--- src/rtl/mpis_pkg.sv ---
`timescale 1ns / 1ps
// ----------------------------------------------------------------------------
// mpis_pkg
// shared constants, types and table functions of the prn i/q synthesizer
// ----------------------------------------------------------------------------
package mpis_pkg;

    // sizing
    localparam int MAX_CHANNELS    = 8;
    localparam int TABLE_ADDR_BITS = 10;
    localparam int AMP_BITS        = 16;

    // fixed field widths
    localparam int PHASE_W    = 32;
    localparam int LFSR_W     = 17;
    localparam int CNT_W      = 4;
    localparam int CH_ID_W    = 4;
    localparam int OUT_W      = 18;
    localparam int CFG_IDX_W  = 4;
    localparam int CFG_DATA_W = 32;

    // derived widths
    localparam int QTR_W   = TABLE_ADDR_BITS - 2;
    localparam int QTR_LEN = 1 << QTR_W;
    localparam int MAG_W   = AMP_BITS - 1;
    localparam int SUM_W   = AMP_BITS + $clog2(MAX_CHANNELS);

    // register indexes
    localparam logic [CFG_IDX_W-1:0] CFG_PHASE_STEP = CFG_IDX_W'(0);
    localparam logic [CFG_IDX_W-1:0] CFG_CHAN_COUNT = CFG_IDX_W'(1);

    // shift register seeding
    localparam logic [LFSR_W-1:0] SEED_BASE   = LFSR_W'(32'hACE1);
    localparam logic [LFSR_W-1:0] SEED_STRIDE = LFSR_W'(32'd7919);

    localparam longint unsigned HALF_PI_Q30 = 64'd1686629713;

    // per-channel carrier phase offsets, round(2^32 * 0.3c / 2pi)
    localparam logic [PHASE_W-1:0] CHAN_OFFSET [16] = '{
        32'd0,          32'd205069583,  32'd410139165,  32'd615208748,
        32'd820278331,  32'd1025347913, 32'd1230417496, 32'd1435487079,
        32'd1640556661, 32'd1845626244, 32'd2050695827, 32'd2255765409,
        32'd2460834992, 32'd2665904575, 32'd2870974157, 32'd3076043740
    };

    typedef logic [QTR_LEN-1:0][MAG_W-1:0] t_qtab;

    // sample request travelling down the cell chain
    typedef struct packed {
        logic                        valid;
        logic                        restart;
        logic [PHASE_W-1:0]          phase;
        logic [TABLE_ADDR_BITS-1:0]  idx;
        logic signed [SUM_W-1:0]     isum;
        logic signed [SUM_W-1:0]     qsum;
    } t_tok;

    // quarter-wave sine entry, Q30 taylor series rounded to amplitude
    function automatic logic [MAG_W-1:0] quarter_sin(input int unsigned m);
        longint unsigned mm;
        longint unsigned x;
        longint unsigned x2;
        longint unsigned x3;
        longint unsigned x5;
        longint unsigned x7;
        longint unsigned x9;
        longint          s;
        longint          v;
        longint          top;
        int              sh;
        mm  = longint'(m);
        x   = (mm * HALF_PI_Q30) >> QTR_W;
        x2  = (x * x) >> 30;
        x3  = (x2 * x) >> 30;
        x5  = (x3 * x2) >> 30;
        x7  = (x5 * x2) >> 30;
        x9  = (x7 * x2) >> 30;
        s   = longint'(x) - longint'(x3 / 6) + longint'(x5 / 120)
            - longint'(x7 / 5040) + longint'(x9 / 362880);
        sh  = 31 - AMP_BITS;
        top = (longint'(1) <<< (AMP_BITS - 1)) - 1;
        if (s < 0) begin
            s = 0;
        end
        v = (s + (longint'(1) <<< (sh - 1))) >>> sh;
        if (v > top) begin
            v = top;
        end
        return MAG_W'(v);
    endfunction

    function automatic t_qtab build_qtab();
        t_qtab t;
        for (int m = 0; m < QTR_LEN; m++) begin
            t[m] = quarter_sin(m);
        end
        return t;
    endfunction

    localparam t_qtab             QTAB  = build_qtab();
    localparam logic [MAG_W-1:0]  QPEAK = quarter_sin(QTR_LEN);

    // full-wave signed sine from the quarter table
    function automatic logic signed [AMP_BITS-1:0] table_sin(
        input logic [TABLE_ADDR_BITS-1:0] idx
    );
        logic [1:0]       quad;
        logic [QTR_W-1:0] r;
        logic [MAG_W-1:0] mag;
        quad = idx[TABLE_ADDR_BITS-1 -: 2];
        r    = idx[QTR_W-1:0];
        if (quad[0]) begin
            // mirrored quadrant, the peak entry sits past the table end
            if (r == '0) begin
                mag = QPEAK;
            end else begin
                mag = QTAB[QTR_W'(~r + 1'b1)];
            end
        end else begin
            mag = QTAB[r];
        end
        return quad[1] ? -$signed({1'b0, mag}) : $signed({1'b0, mag});
    endfunction

    // top address bits of a channel's carrier phase
    function automatic logic [TABLE_ADDR_BITS-1:0] phase_index(
        input logic [PHASE_W-1:0] phase,
        input logic [CH_ID_W-1:0] chan
    );
        logic [PHASE_W-1:0] p;
        p = phase + CHAN_OFFSET[chan];
        return p[PHASE_W-1 -: TABLE_ADDR_BITS];
    endfunction

    function automatic logic [LFSR_W-1:0] seed_of(input logic [CH_ID_W-1:0] chan);
        logic [LFSR_W-1:0] s;
        s = SEED_BASE + SEED_STRIDE * {{(LFSR_W - CH_ID_W){1'b0}}, chan};
        return s;
    endfunction

endpackage

--- src/rtl/mpis_out.sv ---
`timescale 1ns / 1ps
// ----------------------------------------------------------------------------
// mpis_out
// scales and saturates the chain sums, output register and chain advance
// ----------------------------------------------------------------------------
module mpis_out import mpis_pkg::*; (
    input  logic                    i_clk,
    input  logic                    i_rst_n,
    input  t_tok                    i_tok,
    input  logic                    i_ready,
    output logic                    o_adv,
    output logic                    o_valid,
    output logic signed [OUT_W-1:0] o_i_sum,
    output logic signed [OUT_W-1:0] o_q_sum
);

    localparam int DN    = (AMP_BITS >= 15) ? AMP_BITS - 15 : 0;
    localparam int UP    = (AMP_BITS < 15) ? 15 - AMP_BITS : 0;
    localparam int SCL_W = SUM_W + UP;
    localparam int EXT_W = (SCL_W > OUT_W) ? SCL_W : OUT_W;
    localparam logic signed [EXT_W-1:0] SAT_HI = EXT_W'((64'sd1 <<< (OUT_W - 1)) - 64'sd1);
    localparam logic signed [EXT_W-1:0] SAT_LO = EXT_W'(-(64'sd1 <<< (OUT_W - 1)));

    logic                    r_valid;
    logic signed [OUT_W-1:0] r_i_sum;
    logic signed [OUT_W-1:0] r_q_sum;
    logic                    load;

    // floor scaling to 16384 = 1.0 with saturation
    function automatic logic signed [OUT_W-1:0] scale_sat(input logic signed [SUM_W-1:0] s);
        logic signed [EXT_W-1:0] v;
        v = (EXT_W'(s) >>> DN) <<< UP;
        if (v > SAT_HI) begin
            v = SAT_HI;
        end else if (v < SAT_LO) begin
            v = SAT_LO;
        end
        return OUT_W'(v);
    endfunction

    // chain moves unless the tail holds a result that cannot drain
    always_comb begin
        load  = i_tok.valid && (!r_valid || i_ready);
        o_adv = !i_tok.valid || load;
    end

    always_ff @(posedge i_clk) begin
        if (!i_rst_n) begin
            r_valid <= 1'b0;
        end else if (load) begin
            r_valid <= 1'b1;
        end else if (i_ready) begin
            r_valid <= 1'b0;
        end
    end

    always_ff @(posedge i_clk) begin
        if (load) begin
            r_i_sum <= scale_sat(i_tok.isum);
            r_q_sum <= scale_sat(i_tok.qsum);
        end
    end

    assign o_valid = r_valid;
    assign o_i_sum = r_i_sum;
    assign o_q_sum = r_q_sum;

endmodule

--- config.mk ---
export PLATFORM = sky130hd
export DESIGN_NAME = mpis_out
export DESIGN_NICKNAME = d
export VERILOG_FILES = /design/src/rtl/mpis_pkg.sv /design/src/rtl/mpis_out.sv
export SDC_FILE = /design/constraint.sdc
export NUM_CORES = 1
export LEC_CHECK = 0
export ABC_AREA = 1
export BUFFER_PORTS_ARGS = -buffer_cell sky130_fd_sc_hd__buf_2
export CORE_ASPECT_RATIO = 0.8
export CORE_MARGIN = 5
export CORE_UTILIZATION = 32
export CTS_CLUSTER_DIAMETER = 120
export DETAILED_ROUTE_END_ITERATION = 8
export GPL_TIMING_DRIVEN = 1
export PLACE_DENSITY = 0.72
export SETUP_SLACK_MARGIN = 0.05
export SYNTH_ARGS = -nofsm -noshare
export SYNTH_HDL_FRONTEND = slang
export SYNTH_SLANG_ARGS = --single-unit
--- constraint.sdc ---
create_clock -name i_clk -period 2.65 [get_ports i_clk]
set_input_delay 0.53 -clock i_clk [delete_from_list [all_inputs] [get_ports i_clk]]
set_output_delay 0.53 -clock i_clk [all_outputs]
set_load 0.01 [all_outputs]
==> flow_summary_export.csv <==
group,metric,value,unit
routing,routedWlPerCell,13.7,um
global_routing,grt.overflow.total,0,
die,die_w,80.4,um
cts,post_cts_buffers,0,
cts,cts_buffers,5,
worst_setup_path,r2r_setup_slack,1.27,ns
synthesis,synth_enable_flop_cells,36,
worst_setup_path,critPathKind,"reg2out",
timing,worstMarginPinSlew,0.539,ns
die,core_area,3800,um2
outcome,status,"finished, final reports clean",
global_routing,grt_pass1_wl,3730,um
synthesis,synthFlopType,"edfxtp_1",
flow_run,maxCapViolCount,0,
routing,dr.pass1.iters,4,
synthesis,synth-async-reset-ratio,0,%
timing,worst_slack,1.17,ns
synthesis,synth_top_area_share,85.1,%
cts,ctsHtreeMaxLevel,2,
routing,drc,0,
worst_setup_path,crit_fanout,4,
synthesis,syn_area,1270,um2
synthesis,ys_warn_count,0,
routing,postRouteAntennaNets,0,
synthesis,synth_area_leaders,"edfxtp_1 (85%), clkbuf_1 (11%), dfxtp_1 (1.6%)",
routing,routed_via_density,3.91,
die,num_io_pins,123,
timing,fin_crit,1.48,ns
global_routing,grt_pass1_vias,797,
worst_setup_path,cp_num_buf_inv,1,
worst_setup_path,crit_required,2.12,ns
finish,n_antenna_cell,0,
timing,finalSetupTns,0,ns
synthesis,synth-seq-cells,37,
timing,max_freq,675,MHz
routing,drt-initial-drc-count,26,
worst_setup_path,max_stage_delay,0.43,ns
timing,min_period_over_period,55.9,%
routing,num_vias,724,
timing,finalHoldWorstSlack,0.414,ns
timing,hold_viol_final,0,
power_and_ir_drop,vdd.ir_drop.worst,0.256,mV
placement,pre_cts_slack,0.946,ns
die,start_util,33.4,%
worst_setup_path,slowest_stage,"dfxtp_1",
die,dieArea,5340,um2
cts,root_buffer,"clkbuf_8",
global_routing,antenna_found_initial,0,
die,die_h,66.3,um
die,rows,20,
synthesis,synth_area_per_cell,15.9,um2
timing,slew_headroom,64.0,%
synthesis,synth_top_cell_by_area,"edfxtp_1",
worst_setup_path,path_cells,"nand3_1 > buf_2",
timing,finalSetupViolations,0,
cts,cts_hold_buf,0,
cts,cts.sinks,37,
cts,cts_tree,"yes",
finish,syn2layout_area_growth,36.3,%
cts,clkLatencyLatePin,0.28,ns
worst_setup_path,end_kind,"primary output",
cts,cts.clk_slew.worst_paths,0.08,ns
synthesis,syn-num-nets,165,
power_and_ir_drop,p_leak,0.742,nW
global_routing,grt_max_degree,23,
cts,cts_resized,0,
timing,rsz0062_at_grt,"no",
synthesis,synthDistinctLibCells,9,
finish,drive_gt1_share,67.7,%
synthesis,synth_common_cells,"clkbuf_1 (36), edfxtp_1 (36), inv_1 (2)",
synthesis,synthCells,80,
synthesis,seq_area_frac_synth,86.7,%
placement,port_buffers,77,
placement,gp_congestion,0.635,
routing,finalWirelength,2540,um
finish,final_core_util,45.5,%
finish,multiInputGateArea,33.8,um2
worst_setup_path,cpLargestDelayFamily,"flip-flops",
finish,layout.nets,214,
finish,nFillCells,366,
worst_setup_path,critPathArrivalTime,0.95,ns
worst_setup_path,crit_path_start_kind,"register",
finish,seqCellArea,1100,um2
cts,clock_path_buffers,2,
power_and_ir_drop,p_per_area,729,nW/um2
hold_path,min_path_type,"in2reg",
timing,slew_viol_final,0,
timing,fin_worst_skew,0.00709,ns
global_routing,grt_usage,9.90,%
## flip-flops by register name, summed over array words and instances, names as in the netlist
signal / flops
o_i_sum: 18
o_q_sum: 18
o_valid: 1
## metrics by stage
step	std cells	area [um2]	power (mW)
floorplan	80	1270	0.753
global placement	177	1620	0.803
detailed placement	177	1620	0.808
CTS	185	1730	1.28
global route	185	1730	1.32
finish	185	1730	1.26
## final timing paths
check / depth (start not counted) / to / start
setup / recovery: 2 / o_adv / o_valid$_SDFFE_PN0P_
setup reg to reg: 2 / o_i_sum[1]$_SDFFCE_PN1P_ / o_valid$_SDFFE_PN0P_
hold reg to reg: 2 / o_valid$_SDFFE_PN0P_ / o_valid$_SDFFE_PN0P_
hold / removal: 1 / o_q_sum[11]$_SDFFCE_PN1P_ / i_tok[12]
## cells by family (layout without fill, tap and decap cells)
kind of cell           count (synthesis)  after routing  share of synthesized area, %
buffers and inverters                 39             89                          11.5
flip-flops                            37             37                          86.7
AO/OA/AOI/OAI                          2              2                          1.08
AND/OR/NAND/NOR                        2              2                         0.689
## cells in the final DEF, fill, tap and decap left out, drive strengths merged
cell,count
clkbuf,5
inv,3
dfxtp,1
bufinv,1
clkinv,1
edfxtp,36
nand3,1
buf,78
nand2,1
a21oi,2
clkinvlp,1
## worst register-to-register path, cell delays in order, from the launching register on
cell,delay (ns)
dfxtp_1,0.36
a21oi_4,0.49
buf_12,0.24
## report_power, final
part           switching (mW)  internal, mW  total [mW]
Clock                   0.193         0.277       0.470
Combinational          0.0539        0.0470       0.101
Sequential            0.00847         0.682       0.691
## area by class of cell
cell class | instances | share of cell area, %
flip-flops and latches | 37 | 63.6
repair buffers | 78 | 23.4
clock buffers | 5 | 3.98
well taps | 55 | 3.98
clock inverters | 3 | 2.39
multi-input cells | 4 | 1.95
inverters | 3 | 0.651
## routing by layer
layer	up-vias	global-route usage, %	part of all wire, %	wire length [um]
met5	-	0	0	0
met4	0	6.96	2.5	63
met3	8	3.81	12	309
met2	50	18.2	51	1290
met1	328	8.81	34	867
li1	338	-	-	-
No activity file was read; power rests on OpenSTA's default activity.
