[config.mk]
export PLATFORM = sky130hd
export DESIGN_NAME = mpis_head
export DESIGN_NICKNAME = d
export VERILOG_FILES = /design/src/rtl/mpis_pkg.sv /design/src/rtl/mpis_head.sv
export SDC_FILE = /design/constraint.sdc
export NUM_CORES = 1
export LEC_CHECK = 0
export BUFFER_PORTS_ARGS = -buffer_cell sky130_fd_sc_hd__buf_4
export CELL_PAD_IN_SITES_DETAIL_PLACEMENT = 1
export CELL_PAD_IN_SITES_GLOBAL_PLACEMENT = 1
export CORE_MARGIN = 2
export CORE_UTILIZATION = 40
export DETAILED_ROUTE_END_ITERATION = 10
export HOLD_SLACK_MARGIN = 0.03
export PLACE_DENSITY_LB_ADDON = 0.3
export SYNTH_ARGS = -nofsm -noshare
export SYNTH_HDL_FRONTEND = slang
export SYNTH_SLANG_ARGS = --single-unit
[constraint.sdc]
create_clock -name i_clk -period 4.7 [get_ports i_clk]
set_input_delay 1.175 -clock i_clk [delete_from_list [all_inputs] [get_ports i_clk]]
set_output_delay 1.175 -clock i_clk [all_outputs]
set_load 0.01 [all_outputs]
[src/rtl/mpis_pkg.sv]
`timescale 1ns / 1ps
// ----------------------------------------------------------------------------
// mpis_pkg
// shared constants, types and table functions of the prn i/q synthesizer
// ----------------------------------------------------------------------------
package mpis_pkg;

    // sizing
    localparam int MAX_CHANNELS    = 8;
    localparam int TABLE_ADDR_BITS = 10;
    localparam int AMP_BITS        = 16;

    // fixed field widths
    localparam int PHASE_W    = 32;
    localparam int LFSR_W     = 17;
    localparam int CNT_W      = 4;
    localparam int CH_ID_W    = 4;
    localparam int OUT_W      = 18;
    localparam int CFG_IDX_W  = 4;
    localparam int CFG_DATA_W = 32;

    // derived widths
    localparam int QTR_W   = TABLE_ADDR_BITS - 2;
    localparam int QTR_LEN = 1 << QTR_W;
    localparam int MAG_W   = AMP_BITS - 1;
    localparam int SUM_W   = AMP_BITS + $clog2(MAX_CHANNELS);

    // register indexes
    localparam logic [CFG_IDX_W-1:0] CFG_PHASE_STEP = CFG_IDX_W'(0);
    localparam logic [CFG_IDX_W-1:0] CFG_CHAN_COUNT = CFG_IDX_W'(1);

    // shift register seeding
    localparam logic [LFSR_W-1:0] SEED_BASE   = LFSR_W'(32'hACE1);
    localparam logic [LFSR_W-1:0] SEED_STRIDE = LFSR_W'(32'd7919);

    localparam longint unsigned HALF_PI_Q30 = 64'd1686629713;

    // per-channel carrier phase offsets, round(2^32 * 0.3c / 2pi)
    localparam logic [PHASE_W-1:0] CHAN_OFFSET [16] = '{
        32'd0,          32'd205069583,  32'd410139165,  32'd615208748,
        32'd820278331,  32'd1025347913, 32'd1230417496, 32'd1435487079,
        32'd1640556661, 32'd1845626244, 32'd2050695827, 32'd2255765409,
        32'd2460834992, 32'd2665904575, 32'd2870974157, 32'd3076043740
    };

    typedef logic [QTR_LEN-1:0][MAG_W-1:0] t_qtab;

    // sample request travelling down the cell chain
    typedef struct packed {
        logic                        valid;
        logic                        restart;
        logic [PHASE_W-1:0]          phase;
        logic [TABLE_ADDR_BITS-1:0]  idx;
        logic signed [SUM_W-1:0]     isum;
        logic signed [SUM_W-1:0]     qsum;
    } t_tok;

    // quarter-wave sine entry, Q30 taylor series rounded to amplitude
    function automatic logic [MAG_W-1:0] quarter_sin(input int unsigned m);
        longint unsigned mm;
        longint unsigned x;
        longint unsigned x2;
        longint unsigned x3;
        longint unsigned x5;
        longint unsigned x7;
        longint unsigned x9;
        longint          s;
        longint          v;
        longint          top;
        int              sh;
        mm  = longint'(m);
        x   = (mm * HALF_PI_Q30) >> QTR_W;
        x2  = (x * x) >> 30;
        x3  = (x2 * x) >> 30;
        x5  = (x3 * x2) >> 30;
        x7  = (x5 * x2) >> 30;
        x9  = (x7 * x2) >> 30;
        s   = longint'(x) - longint'(x3 / 6) + longint'(x5 / 120)
            - longint'(x7 / 5040) + longint'(x9 / 362880);
        sh  = 31 - AMP_BITS;
        top = (longint'(1) <<< (AMP_BITS - 1)) - 1;
        if (s < 0) begin
            s = 0;
        end
        v = (s + (longint'(1) <<< (sh - 1))) >>> sh;
        if (v > top) begin
            v = top;
        end
        return MAG_W'(v);
    endfunction

    function automatic t_qtab build_qtab();
        t_qtab t;
        for (int m = 0; m < QTR_LEN; m++) begin
            t[m] = quarter_sin(m);
        end
        return t;
    endfunction

    localparam t_qtab             QTAB  = build_qtab();
    localparam logic [MAG_W-1:0]  QPEAK = quarter_sin(QTR_LEN);

    // full-wave signed sine from the quarter table
    function automatic logic signed [AMP_BITS-1:0] table_sin(
        input logic [TABLE_ADDR_BITS-1:0] idx
    );
        logic [1:0]       quad;
        logic [QTR_W-1:0] r;
        logic [MAG_W-1:0] mag;
        quad = idx[TABLE_ADDR_BITS-1 -: 2];
        r    = idx[QTR_W-1:0];
        if (quad[0]) begin
            // mirrored quadrant, the peak entry sits past the table end
            if (r == '0) begin
                mag = QPEAK;
            end else begin
                mag = QTAB[QTR_W'(~r + 1'b1)];
            end
        end else begin
            mag = QTAB[r];
        end
        return quad[1] ? -$signed({1'b0, mag}) : $signed({1'b0, mag});
    endfunction

    // top address bits of a channel's carrier phase
    function automatic logic [TABLE_ADDR_BITS-1:0] phase_index(
        input logic [PHASE_W-1:0] phase,
        input logic [CH_ID_W-1:0] chan
    );
        logic [PHASE_W-1:0] p;
        p = phase + CHAN_OFFSET[chan];
        return p[PHASE_W-1 -: TABLE_ADDR_BITS];
    endfunction

    function automatic logic [LFSR_W-1:0] seed_of(input logic [CH_ID_W-1:0] chan);
        logic [LFSR_W-1:0] s;
        s = SEED_BASE + SEED_STRIDE * {{(LFSR_W - CH_ID_W){1'b0}}, chan};
        return s;
    endfunction

endpackage

[src/rtl/mpis_head.sv]
`timescale 1ns / 1ps
// ----------------------------------------------------------------------------
// mpis_head
// shared phase accumulator, launches one sample request into the cell chain
// ----------------------------------------------------------------------------
module mpis_head import mpis_pkg::*; (
    input  logic               i_clk,
    input  logic               i_rst_n,
    input  logic               i_valid,
    input  logic               i_restart,
    input  logic               i_adv,
    input  logic [PHASE_W-1:0] i_phase_step,
    output t_tok               o_tok
);

    logic [PHASE_W-1:0] r_phase_acc;
    logic [PHASE_W-1:0] n_phase_acc;
    logic [PHASE_W-1:0] cur_phase;
    logic               accept;
    t_tok               r_tok;

    // restart zeroes the phase for this sample
    always_comb begin
        accept      = i_valid && i_adv;
        cur_phase   = i_restart ? '0 : r_phase_acc;
        n_phase_acc = cur_phase + i_phase_step;
    end

    // phase accumulator
    always_ff @(posedge i_clk) begin
        if (!i_rst_n) begin
            r_phase_acc <= '0;
        end else if (accept) begin
            r_phase_acc <= n_phase_acc;
        end
    end

    // launch stage, valid under reset, payload with first cell address precomputed
    always_ff @(posedge i_clk) begin
        if (!i_rst_n) begin
            r_tok.valid <= 1'b0;
        end else if (i_adv) begin
            r_tok.valid <= i_valid;
        end
        if (accept) begin
            r_tok.restart <= i_restart;
            r_tok.phase   <= cur_phase;
            r_tok.idx     <= phase_index(cur_phase, CH_ID_W'(0));
            r_tok.isum    <= '0;
            r_tok.qsum    <= '0;
        end
    end

    assign o_tok = r_tok;

endmodule

==> results of run 1 <==
[Yosys cell counts (2+ instances only)]
cell type,n
nor2_1,22
xor2_1,6
nand2b_1,2
nand3_2,2
or4_1,2
or3_1,5
o21bai_1,4
nor2b_1,34
and2_1,4
a211oi_1,3
nand4_1,5
nor3_1,4
a221o_1,3
nand2_1,67
nand3_1,16
a21oi_1,43
a21o_1,8
xnor2_1,16
dfxtp_1,33
buf_1,2
a31oi_4,2
nor4_1,4
clkbuf_1,11
edfxtp_1,33
o211ai_1,6
buf_4,48
a21oi_2,5
o21ai_0,23
o21ai_1,3
a31o_2,2
mux2i_1,3
and3_1,5
o2111ai_1,2
inv_1,7
ha_1,31
[sequential cells by signal, summed over array words and instances, names as in the netlist]
register and count:
r_phase_acc 32, o_tok 34
[layer usage]
metal	track usage [%]	part of all wire (%)
met5	0	0
met4	6.510	1.3
met3	3.734	5.8
met2	33.73	46
met1	27.85	47
[report_power, final]
group | leakage (nW) | internal, mW | switching (mW) | total (mW)
Clock | 0.0990 | 0.244 | 0.241 | 0.485
Sequential | 0.588 | 0.635 | 0.0131 | 0.648
Combinational | 1.51 | 0.116 | 0.175 | 0.291
[kinds of logic (layout without fill, tap and decap cells)]
logic type | count (synthesis) | count (layout) | synth area share (%)
AND/OR/NAND/NOR | 178 | 178 | 20.19
AO/OA/AOI/OAI | 118 | 118 | 18.19
buffers and inverters | 71 | 108 | 10.10
flip-flops | 66 | 66 | 37.22
adder cells (fa/ha/maj) | 32 | 32 | 9.193
XOR/XNOR | 22 | 22 | 4.343
multiplexers | 3 | 3 | 0.6768
other | 1 | 38 | 0.08452
[through the flow]
| step | hold WS [ns] | cell area (um^2) | total power, mW |
|---|---|---|---|
| floorplan | 0.4173 | 4576 | 0.8734 |
| global placement | 0.4270 | 4960 | 0.9427 |
| detailed placement | 0.4432 | 4960 | 0.9500 |
| CTS | 0.4541 | 5154 | 1.430 |
| global route | 0.4744 | 5154 | 1.487 |
| finish | 0.4508 | 5154 | 1.424 |
[layout make-up]
class	count	area, um^2
sequential	66	1652
multi-input combinational	391	2476
clock buffer	9	123.9
tap	140	175.2
timing repair buffer	83	623.1
fill	1276	5687
inverter	9	33.78
clock inverter	7	70.07
[final timing paths]
kind	from	to	slack, ns	cells past startpoint
setup / recovery	i_restart	r_phase_acc[16]	1.04	12
hold / removal	r_phase_acc[13]	r_phase_acc[13]	0.45	2
setup reg to reg	r_phase_acc[0]	r_phase_acc[16]	1.89	11
hold reg to reg	r_phase_acc[13]	r_phase_acc[13]	0.45	2
[critical path, stage by stage]
cell and delay [ns]:
buf_4 0.34, nor2b_1 0.13, ha_1 0.23, fa_1 0.42, a21oi_1 0.28, o211a_1 0.29
nor4_1 0.10, or2_1 0.24, a41oi_1 0.32, xnor2_1 0.16, nand2_1 0.07, a21oi_1 0.16
==> summary.txt, run 1 <==
CTS
  • Root Buffer: clkbuf_8
  • Post CTS Setup Buffer Count: 0
  • Clock-pin slew on the worst setup and hold paths: 0.08 ns
  • CTS Hold Bufs: 0
  • Worst skew pair latency: 0.36 ns
  • # clock sinks: 66
  • CTS tree: done
  • H-Tree Depth: 3
  • CTS buffer count: 9
  • Clock Tree Buf Depth: 2
  • # resized after CTS: 0

Yosys
  • Post-synth top area share: 22.34%
  • Synth warn: 0
  • Sequential share of the synthesized area: a little under two fifths
  • Ys flop type: edfxtp_1
  • Post-Syn Instances: 491
  • Synth Register Bits: 66
  • Syn avg cell area: 9.036 um^2
  • Synth area leader: edfxtp_1
  • Post-synth EDFFs: 33
  • Async set or reset register ratio after synthesis: 0%
  • Distinct cells, synth: 60
  • Cell Area, Synth: 4437 um^2
  • Area contributors post-synth: edfxtp_1 22%, dfxtp_1 15%, ha_1 8.7%, buf_4 8.1%, nand2_1 5.7%

Timing
  • Final setup fails: 0
  • Period utilization: 77.77%
  • Setup tns final: 0 ns
  • Achievable clock frequency: 273.6 MHz
  • Worst-Margin Slew: around 0.85 ns
  • Setup WS post-layout: 1.045 ns
  • Post-layout min period: 3.655 ns
  • Slew Limit Fails: 0
  • Final hold violation count: 0
  • Clock Skew: between 0.009 and 0.01 ns
  • Max_slew headroom: between 40% and 50%
  • RSZ-0062 raised after global routing: false

Flow run
  • Max-cap violations: 0

Worst setup path
  • Max FO, Critical Path: 33
  • Worst setup SP type: input port
  • Critical Path End Type: register
  • Kind of critical path: in2reg
  • Req. time, crit path: 5.00 ns
  • Data arrival, critical path: about 4.0 ns

Die
  • Initial Utilization: roughly 41%
  • Die Ht: 109.3 um
  • Floorplan row count: 38
  • IO Count: roughly 120
  • Die Footprint: 11950 um^2
  • Core footprint: 10840 um^2
  • Die Span X: about 110 um

Power and ir drop
  • Worst IR Drop VDD: 108.9 uV
  • Leakage: 2.197 nW
  • Power per standard cell area: 276.2 nW/um^2

Route
  • TritonRoute pass-1 iters: 4
  • Total wire length: 11.92 mm
  • Initial DRC count: ~140
  • DR WL/cell: 16.91 um
  • DRC Markers: 0
  • Drt via density: between 5 and 6
  • Via count: 3746
  • Antenna viol nets, final: 0

Global route
  • GRT Total Usage: 20.68%
  • Global-route wire length before repair: between 15 and 20 mm
  • Vias in the first global route: 3752
  • Total gr overflow: 0
  • Initial antenna violation count: 0
  • Largest net degree at the start of global routing: 53

Layout
  • Most common cell after layout, fill and taps aside: buf_4
  • Final net count: ~630
  • Finished Core Util: 47.54%
  • Most frequent cells in the layout: 83 x buf_4, 67 x nand2_1, 43 x a21oi_1
  • Share of layout cells above drive strength 1: roughly a fifth
  • Area grow syn2layout: 16.16%
  • Non-filler cells, final: ~700
  • Antenna cells: 0

Hold path
  • Hold WC Path Type: reg2reg

Placement
  • Inst Count DP: slightly below 700
  • Placer Congestion: 0.8972
  • Post-DP HPWL: approximately 9 mm
  • PortBufs: 80
  • Pre-CTS WS: around 0.68 ns

Run status
  • Status: finished, final reports clean
Power figures use the tool's default switching activity.
==> run 2: changes to the inputs <==
ABC_AREA = 1   (was default)
CORE_UTILIZATION = 35   (was 40)
clock period = 3.33 ns   (was 4.7 ns; I/O delays follow)
==> summary.txt, run 2 <==
Worst setup path
  • Data arrival, critical path: 2.96 ns
  • Most used cell along the critical path: nand3_1
  • Slowest-stage cell, CP: fa_1
  • Worst setup SP type: input port
  • Max incr delay on CP: between 0.4 and 0.5 ns
  • Req. time, crit path: 3.58 ns
  • Crit path cell chain: buf_4, nor2_1, ha_1, fa_1, nand3_1, nand3_1, nand3_1, nand3_2, nand3_1, nand2_1, nand2_1, nand3_1, nand2_1, inv_1
  • Worst path top cell family by delay: simple AND/OR/NAND/NOR gates
  • Kind of critical path: in2reg
  • Critical Path End Type: register
  • WP buf/inv: 2
  • Max FO, Critical Path: 17

Power and ir drop
  • Leakage: 3.447 nW
  • Worst IR Drop VDD: between 200 and 250 uV
  • Power per standard cell area: 391.0 nW/um^2

Route
  • Via count: 4715
  • TritonRoute pass-1 iters: 4
  • Total wire length: 14.70 mm
  • Initial DRC count: 255
  • DR WL/cell: 13.96 um
  • Drt via density: 4.478
  • DRC Markers: 0
  • Antenna viol nets, final: 0

Die
  • IO Count: 119
  • Die Footprint: 15900 um^2
  • Floorplan row count: 44
  • Initial Utilization: 35.90%
  • Die Span X: 126.1 um
  • Core footprint: 14530 um^2
  • Die Ht: 126.1 um

Timing
  • Post-layout min period: 2.705 ns
  • Clock Skew: 0.009701 ns
  • Setup tns final: 0 ns
  • RSZ-0062 raised after global routing: false
  • Max_slew headroom: between 50% and 60%
  • Final setup fails: 0
  • Worst-Margin Slew: 0.6456 ns
  • Achievable clock frequency: 369.7 MHz
  • Final hold violation count: 0
  • Period utilization: 81.22%
  • Slew Limit Fails: 0

Yosys
  • Post-synth top area share: 18.99%
  • Synth area leader: edfxtp_1
  • Sequential share of the synthesized area: a little under a third
  • Post-Syn Instances: 792
  • Cell Area, Synth: 5218 um^2
  • Syn avg cell area: 6.588 um^2
  • Async set or reset register ratio after synthesis: 0%
  • Area contributors post-synth: edfxtp_1 19%, nand2_1 16%, dfxtp_1 13%, inv_1 12%, ha_1 7.4%
  • Top post-synthesis cells by count: 229 x nand2_1, 172 x inv_1, 71 x nor2_1
  • Post-synth EDFFs: 33
  • Synth warn: 0
  • Synth Register Bits: 66
  • Most frequent cell after synthesis: nand2_1
  • Ys flop type: edfxtp_1
  • Distinct cells, synth: 32

CTS
  • Root Buffer: clkbuf_16
  • Clock-pin slew on the worst setup and hold paths: 0.06 ns
  • CTS Hold Bufs: 0
  • # resized after CTS: 0
  • Post CTS Setup Buffer Count: 0
  • Worst skew pair latency: 0.35 ns
  • CTS buffer count: 9
  • Clock Tree Buf Depth: 2
  • # clock sinks: 66
  • CTS tree: done
  • H-Tree Depth: 3

Layout
  • Finished Core Util: 41.90%
  • Fillcell total: 1924
  • Max FFs per register: 34
  • Area grow syn2layout: 16.71%
  • Antenna cells: 0
  • Share of layout cells above drive strength 1: 14.50%
  • Non-filler cells, final: 1053
  • Final net count: roughly 930
  • Most common cell after layout, fill and taps aside: nand2_1
  • Most frequent cells in the layout: 229 x nand2_1, 171 x inv_1, 81 x buf_4
  • Finished Cell Area: 6090 um^2

Global route
  • Global-route wire length before repair: ~24 mm
  • Largest net degree at the start of global routing: between 40 and 50
  • Total gr overflow: 0
  • Vias in the first global route: 4752
  • GRT Total Usage: 19.26%
  • Initial antenna violation count: 0

Placement
  • DP Area: 5803 um^2
  • Inst Count DP: 1037
  • PortBufs: 80
  • Placer Congestion: between 0.8 and 0.9
  • Post-DP HPWL: ~12 mm

Hold path
  • Hold WC Path Type: reg2reg

Flow run
  • Max-cap violations: 0

Run status
  • Status: finished, final reports clean
==> run 2: cell types whose count changed in the layout (fill, tap and decap cells not counted), sizes merged, moves of 7 or more <==
| cell | before | now |
|---|---|---|
| a21oi | 48 | 55 |
| o21ai | 26 | 19 |
| xor2 | 6 | 13 |
| xnor2 | 16 | 2 |
| inv | 8 | 175 |
| a21o | 8 | 1 |
| nor2 | 22 | 79 |
| nand2 | 67 | 236 |
| o211ai | 7 | 0 |
| nand3 | 18 | 43 |
| nor2b | 34 | 0 |
==> run 2: report_power, final <==
part | leakage [nW] | switching [mW] | internal, mW
clock | 0.142 | 0.377 | 0.574
sequential | 0.592 | 0.0133 | 0.902
combinational | 2.71 | 0.334 | 0.181
==> run 2: path summary, 6_finish.rpt <==
kind	to	slack, ns	depth (start not counted)	from
max	r_phase_acc[20]	0.63	14	i_restart
min reg2reg	r_phase_acc[0]	0.46	2	r_phase_acc[0]
min	r_phase_acc[0]	0.46	2	r_phase_acc[0]
max reg2reg	r_phase_acc[20]	1.07	14	r_phase_acc[0]
==> run 2: cell families (layout without fill, tap and decap cells) <==
family / count (synthesis) / after routing / synth area share (%)
AOI/OAI and AO/OA: 79 / 79 / 8.034
adders and majority gates: 32 / 32 / 7.818
buffers and inverters: 234 / 274 / 20.86
xor gates and xnor gates: 15 / 15 / 2.518
DFF: 66 / 66 / 31.65
and+or+nand+nor: 365 / 365 / 29.04
other: 1 / 38 / 0.07187
==> run 2: worst reg2reg max path, stage by stage, from the launching register on <==
cell and delay, ns:
dfxtp_1 0.30, inv_1 0.06, nor2_1 0.05, ha_1 0.25, fa_1 0.48, nand3_1 0.13, nand3_1 0.21, nand3_1 0.16
nand3_2 0.11, nand3_1 0.12, nand2_1 0.06, nand2_1 0.05, nand3_1 0.08, nand2_1 0.08, inv_1 0.03
==> run 2: metrics by stage <==
step           power, mW  hold slack (ns)  worst slack [ns]
2_1_floorplan      1.308           0.4297            0.6619
3_3_place_gp       1.438           0.4406            0.2839
3_5_place_dp       1.448           0.4527            0.2527
4_1_cts            2.413           0.4616            0.6121
5_1_grt            2.513           0.4950            0.3927
6_report           2.381           0.4556            0.6254
==> run 2: routing by layer <==
metal  track usage, %  up-vias  part of all wire (%)
met2            30.90      102                    44
met1            26.40     2124                    50
met5                0        -                     0
met3            3.398       16                   4.6
met4            6.076        0                   1.5
li1                 -     2473                     -
==> run 2: layout make-up <==
| cell class | instances | area (um^2) | share of cell area, % |
|---|---|---|---|
| well taps | 184 | 230.2 | 3.781 |
| inverters | 175 | 656.9 | 10.79 |
| clock buffers | 10 | 229.0 | 3.760 |
| clock inverters | 6 | 57.56 | 0.9451 |
| repair buffers | 83 | 648.1 | 10.64 |
| flip-flops and latches | 66 | 1652 | 27.12 |
| multi-input cells | 529 | 2616 | 42.96 |
